**config.mk**
```make
export PLATFORM = sky130hd
export DESIGN_NAME = met_front
export DESIGN_NICKNAME = d
export VERILOG_FILES = /design/src/rtl/core/met_pkg.sv /design/src/rtl/core/met_front.sv
export SDC_FILE = /design/constraint.sdc
export NUM_CORES = 2
export LEC_CHECK = 0
export BUFFER_PORTS_ARGS = -buffer_cell sky130_fd_sc_hd__buf_2
export CELL_PAD_IN_SITES_DETAIL_PLACEMENT = 1
export CELL_PAD_IN_SITES_GLOBAL_PLACEMENT = 2
export CORE_MARGIN = 2
export CORE_UTILIZATION = 40
export DETAILED_ROUTE_END_ITERATION = 7
export PLACE_DENSITY = 0.87
export SETUP_SLACK_MARGIN = 0.5
export SYNTH_ARGS = -nofsm -noshare
export SYNTH_HDL_FRONTEND = slang
export SYNTH_SLANG_ARGS = --single-unit
```
**constraint.sdc**
```tcl
create_clock -name clk_i -period 8.7 [get_ports clk_i]
set_input_delay 1.74 -clock clk_i [delete_from_list [all_inputs] [get_ports clk_i]]
set_output_delay 1.74 -clock clk_i [all_outputs]
set_load 0.01 [all_outputs]
```
**src/rtl/core/met_pkg.sv**
```systemverilog
// ----------------------------------------------------------------------------
// met_pkg
// Shared types, widths and constants of the Mandelbrot escape-time block.
// ----------------------------------------------------------------------------
package met_pkg;

  // Number formats.
  localparam int FRAC_BITS  = 28;
  localparam int MAX_DIM    = 4096;
  localparam int PIX_W      = 12;
  localparam int DIM_W      = 13;
  localparam int STEP_W     = 36;
  localparam int CTR_W      = 35;
  localparam int ITER_W     = 16;
  localparam int MSQ_W      = 61;

  // Width of |pixel offset| * pixel_step.
  localparam int OFS_W      = PIX_W + STEP_W;
  // Width of a mapped coordinate c (signed), with headroom for the center.
  localparam int C_W        = OFS_W + 2;
  // Width of a z component (signed). The escape test bounds |z| below 2^36.
  localparam int Z_W        = C_W + 1;
  // Multiplier operand: two digits of DIG_W bits.
  localparam int DIG_W      = 26;
  localparam int MAG_W      = 2 * DIG_W;
  localparam int PROD_W     = 2 * MAG_W;
  localparam int MUL_STEPS  = 4;
  localparam int MUL_CNT_W  = $clog2(MUL_STEPS);
  // Sum of two squares before saturation.
  localparam int SUM_W      = MSQ_W + 1;

  // Escape threshold 65536 in fixed point, and the component bound it implies.
  localparam int ESC_SHIFT  = 16 + FRAC_BITS;
  localparam int Z_LIVE_W   = (ESC_SHIFT + FRAC_BITS) / 2;
  localparam logic [SUM_W-1:0] ESCAPE_LVL = SUM_W'(1) << ESC_SHIFT;
  localparam logic [MSQ_W-1:0] SQ_MAX     = {MSQ_W{1'b1}};
  localparam logic [DIM_W-1:0] DIM_CAP    = DIM_W'(MAX_DIM);

  // Item queue between front and back.
  localparam int FIFO_DEPTH = 2;
  localparam int FIFO_PTR_W = $clog2(FIFO_DEPTH);

  // Configuration port.
  localparam int CFG_IDX_W  = 3;
  localparam int CFG_DATA_W = STEP_W;

  typedef enum logic [CFG_IDX_W-1:0] {
    CFG_FRAME_WIDTH  = 3'd0,
    CFG_FRAME_HEIGHT = 3'd1,
    CFG_PIXEL_STEP   = 3'd2,
    CFG_CENTER_X     = 3'd3,
    CFG_CENTER_Y     = 3'd4,
    CFG_ITER_LIMIT   = 3'd5
  } cfg_idx_e;

  // Registers that set the mapping from pixel to complex plane.
  typedef struct packed {
    logic [DIM_W-1:0]         frame_width;
    logic [DIM_W-1:0]         frame_height;
    logic [STEP_W-1:0]        pixel_step;
    logic signed [CTR_W-1:0]  center_x;
    logic signed [CTR_W-1:0]  center_y;
  } map_cfg_t;

  // One queued item: the point c in the complex plane.
  typedef struct packed {
    logic signed [C_W-1:0] cx;
    logic signed [C_W-1:0] cy;
  } coord_t;

  typedef enum logic [1:0] {
    F_IDLE,
    F_MUL,
    F_PUSH
  } front_state_e;

  typedef enum logic [1:0] {
    B_IDLE,
    B_MUL,
    B_STEP
  } back_state_e;

endpackage

```
**src/rtl/core/met_front.sv**
```systemverilog
// ----------------------------------------------------------------------------
// met_front
// Accepts pixel items, maps them into the complex plane and pushes the point
// into the item queue.
// ----------------------------------------------------------------------------
module met_front (
  input  logic              clk_i,
  input  logic              rst_ni,
  input  met_pkg::map_cfg_t cfg_i,
  input  logic              in_valid_i,
  output logic              in_stall_o,
  input  logic [11:0]       pixel_x_i,
  input  logic [11:0]       pixel_y_i,
  output logic              push_o,
  output met_pkg::coord_t   push_data_o,
  input  logic              full_i
);
  import met_pkg::*;

  front_state_e state_q, state_d;

  logic [PIX_W-1:0] dx_mag_q, dy_mag_q;
  logic             dx_neg_q, dy_neg_q;
  logic [OFS_W-1:0] ox_q, oy_q;
  logic             accept;

  logic [PIX_W-1:0] dx_mag, dy_mag;
  logic             dx_neg, dy_neg;

  // Signed offset of a pixel from the frame middle, as magnitude and sign.
  function automatic logic [PIX_W:0] pix_offset(input logic [PIX_W-1:0] pix,
                                                input logic [DIM_W-1:0] frame);
    logic [DIM_W-1:0] f;
    logic [PIX_W:0]   d;
    logic [PIX_W:0]   m;
    f = (frame > DIM_CAP) ? DIM_CAP : frame;
    d = {1'b0, pix} - {1'b0, f[DIM_W-1:1]};
    m = d[PIX_W] ? -d : d;
    return {d[PIX_W], m[PIX_W-1:0]};
  endfunction

  // Apply the sign to the scaled offset and add the center.
  function automatic logic signed [C_W-1:0] to_plane(input logic [OFS_W-1:0] ofs,
                                                     input logic neg,
                                                     input logic signed [CTR_W-1:0] ctr);
    logic signed [C_W-1:0] p;
    p = $signed(C_W'(ofs));
    return (neg ? -p : p) + C_W'(ctr);
  endfunction

  assign {dx_neg, dx_mag} = pix_offset(pixel_x_i, cfg_i.frame_width);
  assign {dy_neg, dy_mag} = pix_offset(pixel_y_i, cfg_i.frame_height);

  // State register.
  always_ff @(posedge clk_i or negedge rst_ni) begin
    if (!rst_ni) begin
      state_q <= F_IDLE;
    end else begin
      state_q <= state_d;
    end
  end

  // Next state and handshake outputs.
  always_comb begin
    state_d    = state_q;
    in_stall_o = 1'b1;
    push_o     = 1'b0;
    accept     = 1'b0;
    case (state_q)
      F_IDLE: begin
        in_stall_o = 1'b0;
        if (in_valid_i) begin
          accept  = 1'b1;
          state_d = F_MUL;
        end
      end
      F_MUL: begin
        state_d = F_PUSH;
      end
      F_PUSH: begin
        if (!full_i) begin
          push_o  = 1'b1;
          state_d = F_IDLE;
        end
      end
      default: begin
        state_d = F_IDLE;
      end
    endcase
  end

  // Offsets are captured on accept and scaled by the pixel step in the cycle after.
  always_ff @(posedge clk_i) begin
    if (accept) begin
      dx_mag_q <= dx_mag;
      dy_mag_q <= dy_mag;
      dx_neg_q <= dx_neg;
      dy_neg_q <= dy_neg;
    end
    if (state_q == F_MUL) begin
      ox_q <= OFS_W'(dx_mag_q) * OFS_W'(cfg_i.pixel_step);
      oy_q <= OFS_W'(dy_mag_q) * OFS_W'(cfg_i.pixel_step);
    end
  end

  assign push_data_o.cx = to_plane(ox_q, dx_neg_q, cfg_i.center_x);
  assign push_data_o.cy = to_plane(oy_q, dy_neg_q, cfg_i.center_y);

endmodule

```
==> results.sh <==
export IMPL_grt_use_total_pct=22.06
export IMPL_syn_area_per_cell_um2=8.421
export IMPL_critPathMaxStageDelay_ns=0.56
export IMPL_die_area_um2=101100
export IMPL_ys_top_cells_by_count="823 x nand2_1, 814 x inv_1, 684 x fa_1, 298 x ha_1, 241 x clkbuf_1"
export IMPL_ant_nets=0
export IMPL_synthToLayoutAreaGrowth_pct=7.859
export IMPL_synthCells=4681
export IMPL_worst_path_most_repeated_cell="fa_1"
export IMPL_fmax_mhz=129.1
export IMPL_clock_sinks=124
export IMPL_num_rows=115
export IMPL_synth_cell_area_um2=39420
export IMPL_critPathMaxFanout=19
export IMPL_first_iter_violations=1497
export IMPL_cts_tree="built"
export IMPL_synth_top_cell_area_share_pct=34.74
export IMPL_grt_pass1_vias=35510
export IMPL_crit_type="in -> reg"
export IMPL_synthesis_nets=5823
export IMPL_timing_setup_tns_ns=0
export IMPL_die_w_um=317.9
export IMPL_routedWlPerCell_um=17.99
export IMPL_pin_count=262
export IMPL_vias=32400
export IMPL_drc=0
export IMPL_finish_net_count=5930
export IMPL_port_buffer_count=259
export IMPL_clk_path_buf_depth=2
export IMPL_grt_start_max_net_pins=51
export IMPL_dp_hpwl_mm=89.91
export IMPL_gp_congestion=0.8502
export IMPL_min_path_type="reg -> reg"
export IMPL_endpoint_kind="flip-flop"
export IMPL_rsz0062_at_grt="false"
export IMPL_status="finished clean"
export IMPL_dr_pass1_iters=6
export IMPL_grt_util_met2_pct=39.77
export IMPL_core_area_um2=97990
export IMPL_drv_slew=0
export IMPL_cts_max_level=4
export IMPL_numCtsBuffers=17
export IMPL_antenna_found_initial=11
export IMPL_synth_edff_count=122
export IMPL_synthArstFlopShare_pct=1.613
export IMPL_fin_crit_ns=7.746
export IMPL_synth_top_flop_cell="edfxtp_1"
export IMPL_postCtsHoldBufs=0
export IMPL_preCtsSetupSlack_ns=0.5653
export IMPL_start_util_pct=40.23
export IMPL_maxCapViolations=0
export IMPL_grt_pass1_wl_mm=181.6
export IMPL_yosysSeqAreaShare_pct=9.421
export IMPL_ys_seq_elements=124
export IMPL_grt_overflow=0
export IMPL_period_share_pct=89.03
export IMPL_met1_usage_pct=28.32
export IMPL_worstPathCellList="buf_2, nand2_1, fa_1, inv_1, fa_1, fa_1, fa_1, inv_1, fa_1, inv_1, ha_1, a211oi_1, o21ai_0, or2_2, or3_1, o31ai_1, buf_4, o21ai_0, a311oi_1, o21ai_0, xnor2_1"
export IMPL_relSlewSlack_pct=17.05
export IMPL_top_usage_layer="met2"
export IMPL_slowest_stage="fa_1"
export IMPL_antenna_cells=0
export IMPL_synth_most_common_cell="nand2_1"
export IMPL_synth_top_cell_by_area="fa_1"
export IMPL_yosysWarnings=0
export IMPL_setup_viol=0
export IMPL_setup_ws_ns=0.9545
export IMPL_root_buffer="clkbuf_16"
export IMPL_drive_above_1_share_pct=8.040
export IMPL_startpoint_type="input pin"
export IMPL_cp_required_ns=8.94
export IMPL_worstPathArrival_ns=7.98
export IMPL_skew_ns=0.01182
export IMPL_tightest_slew_ns=1.244
export IMPL_use_met3_pct=3.051
export IMPL_clock_latency_ns=0.49
export IMPL_hold_viol=0
export IMPL_die_y_um=317.9
export IMPL_dp_cells=6056
export IMPL_synthTopCellsByArea="fa_1 35%, ha_1 9.5%, edfxtp_1 9.3%, nand2_1 7.8%, inv_1 7.8%"
export IMPL_via_per_inst=5.322
export IMPL_clk_pin_slew_ns=0.06
export IMPL_fin_cells=6088
export IMPL_ys_types=67
export IMPL_wl_mm=109.6
[kinds of logic (layout without fill, tap and decap cells)]
logic type               Yosys count  count (layout)  synth area share (%)
AND/OR/NAND/NOR                 1455            1455                 17.12
buffers and inverters           1058            1178                 10.10
adder cells (fa/ha/maj)          982             982                 44.20
AO/OA/AOI/OAI                    749             749                 12.20
XOR/XNOR                         312             312                 6.932
flip-flops                       124             124                 9.421
multiplexers                       1               1               0.02856
[worst max-delay path, delay by kind of cell]
| kind | cells | cell delay (ns) |
|---|---|---|
| fa+ha+maj | 6 | 2.90 |
| compound gates | 6 | 1.64 |
| simple gates | 3 | 0.84 |
| buf+inv | 5 | 0.69 |
| xor+xnor | 1 | 0.14 |
[cell usage in the layout (no fill, tap or decap), types with 10 or more instances in the layout]
cell and count:
buf_4 73, nor4_1 15, nand3_1 47, and3_1 25, or4_1 16, inv_1 814, o21ai_0 146, o31ai_1 45
o21bai_1 48, nand2b_1 19, a21oi_1 218, o41ai_1 20, or2_2 10, and2_1 236, or3_1 16, nor3_1 28
a21o_1 103, xnor2_1 234, buf_2 259, nand4_1 47, a211oi_1 20, ha_1 298, fa_1 684, o21a_1 20
o211ai_1 15, clkbuf_16 17, nor2b_1 21, nor2_1 120, nand2_1 823, a31oi_1 38, edfxtp_1 122, xor2_1 78
[metal layers]
metal	vias up	share of wire, %
met5	-	0.13
li1	15050	-
met3	123	3.4
met4	22	1.4
met1	16740	44
met2	465	51
[worst paths after layout]
kind                             start         end  cells after the start  slack [ns]
min                         state_q[0]  state_q[1]                      2        0.60
max in group asynchronous       rst_ni  state_q[1]                      1        7.58
min in group asynchronous       rst_ni  state_q[0]                      1        1.02
max reg2reg                dy_mag_q[7]    oy_q[46]                     20        1.47
min reg2reg                 state_q[0]  state_q[1]                      2        0.60
max                          cfg_i[83]    oy_q[46]                     21        0.95
[sequential cells by signal (all words and copies together), names as in the netlist]
name,cells
dy_mag_q,12
dx_neg_q,1
oy_q,48
ox_q,48
dy_neg_q,1
state_q,2
dx_mag_q,12
[timing repair]
item | in CTS | in global routing
endpoints found under the hold margin | 0 | 0
setup buffers | 0 | 0
gates resized for setup | 0 | 3
endpoints found under the setup margin | 0 | 3
[through the flow]
step | hold slack [ns] | utilization [%] | instance area [um2]
floorplan | 0.5114 | - | 39420
global placement | 0.5746 | 42.82 | 41960
detailed placement | 0.5837 | 42.82 | 41960
CTS | 0.6029 | 43.37 | 42500
global route | 0.6483 | 43.39 | 42520
finish | 0.5988 | 43.39 | 42520
[layout make-up]
cell class              count  area, um2
multi-input cells        3499      31750
well taps                1287       1610
inverters                 814       3055
repair buffers            332       1844
flip-flops and latches    124       3714
fillers                 11750      55470
clock inverters            10      98.84
clock buffers              22      444.2
Power is left out: the tool's default activity adds up to more than one toggle a clock period on the data nets, which glitch-free logic cannot reach.
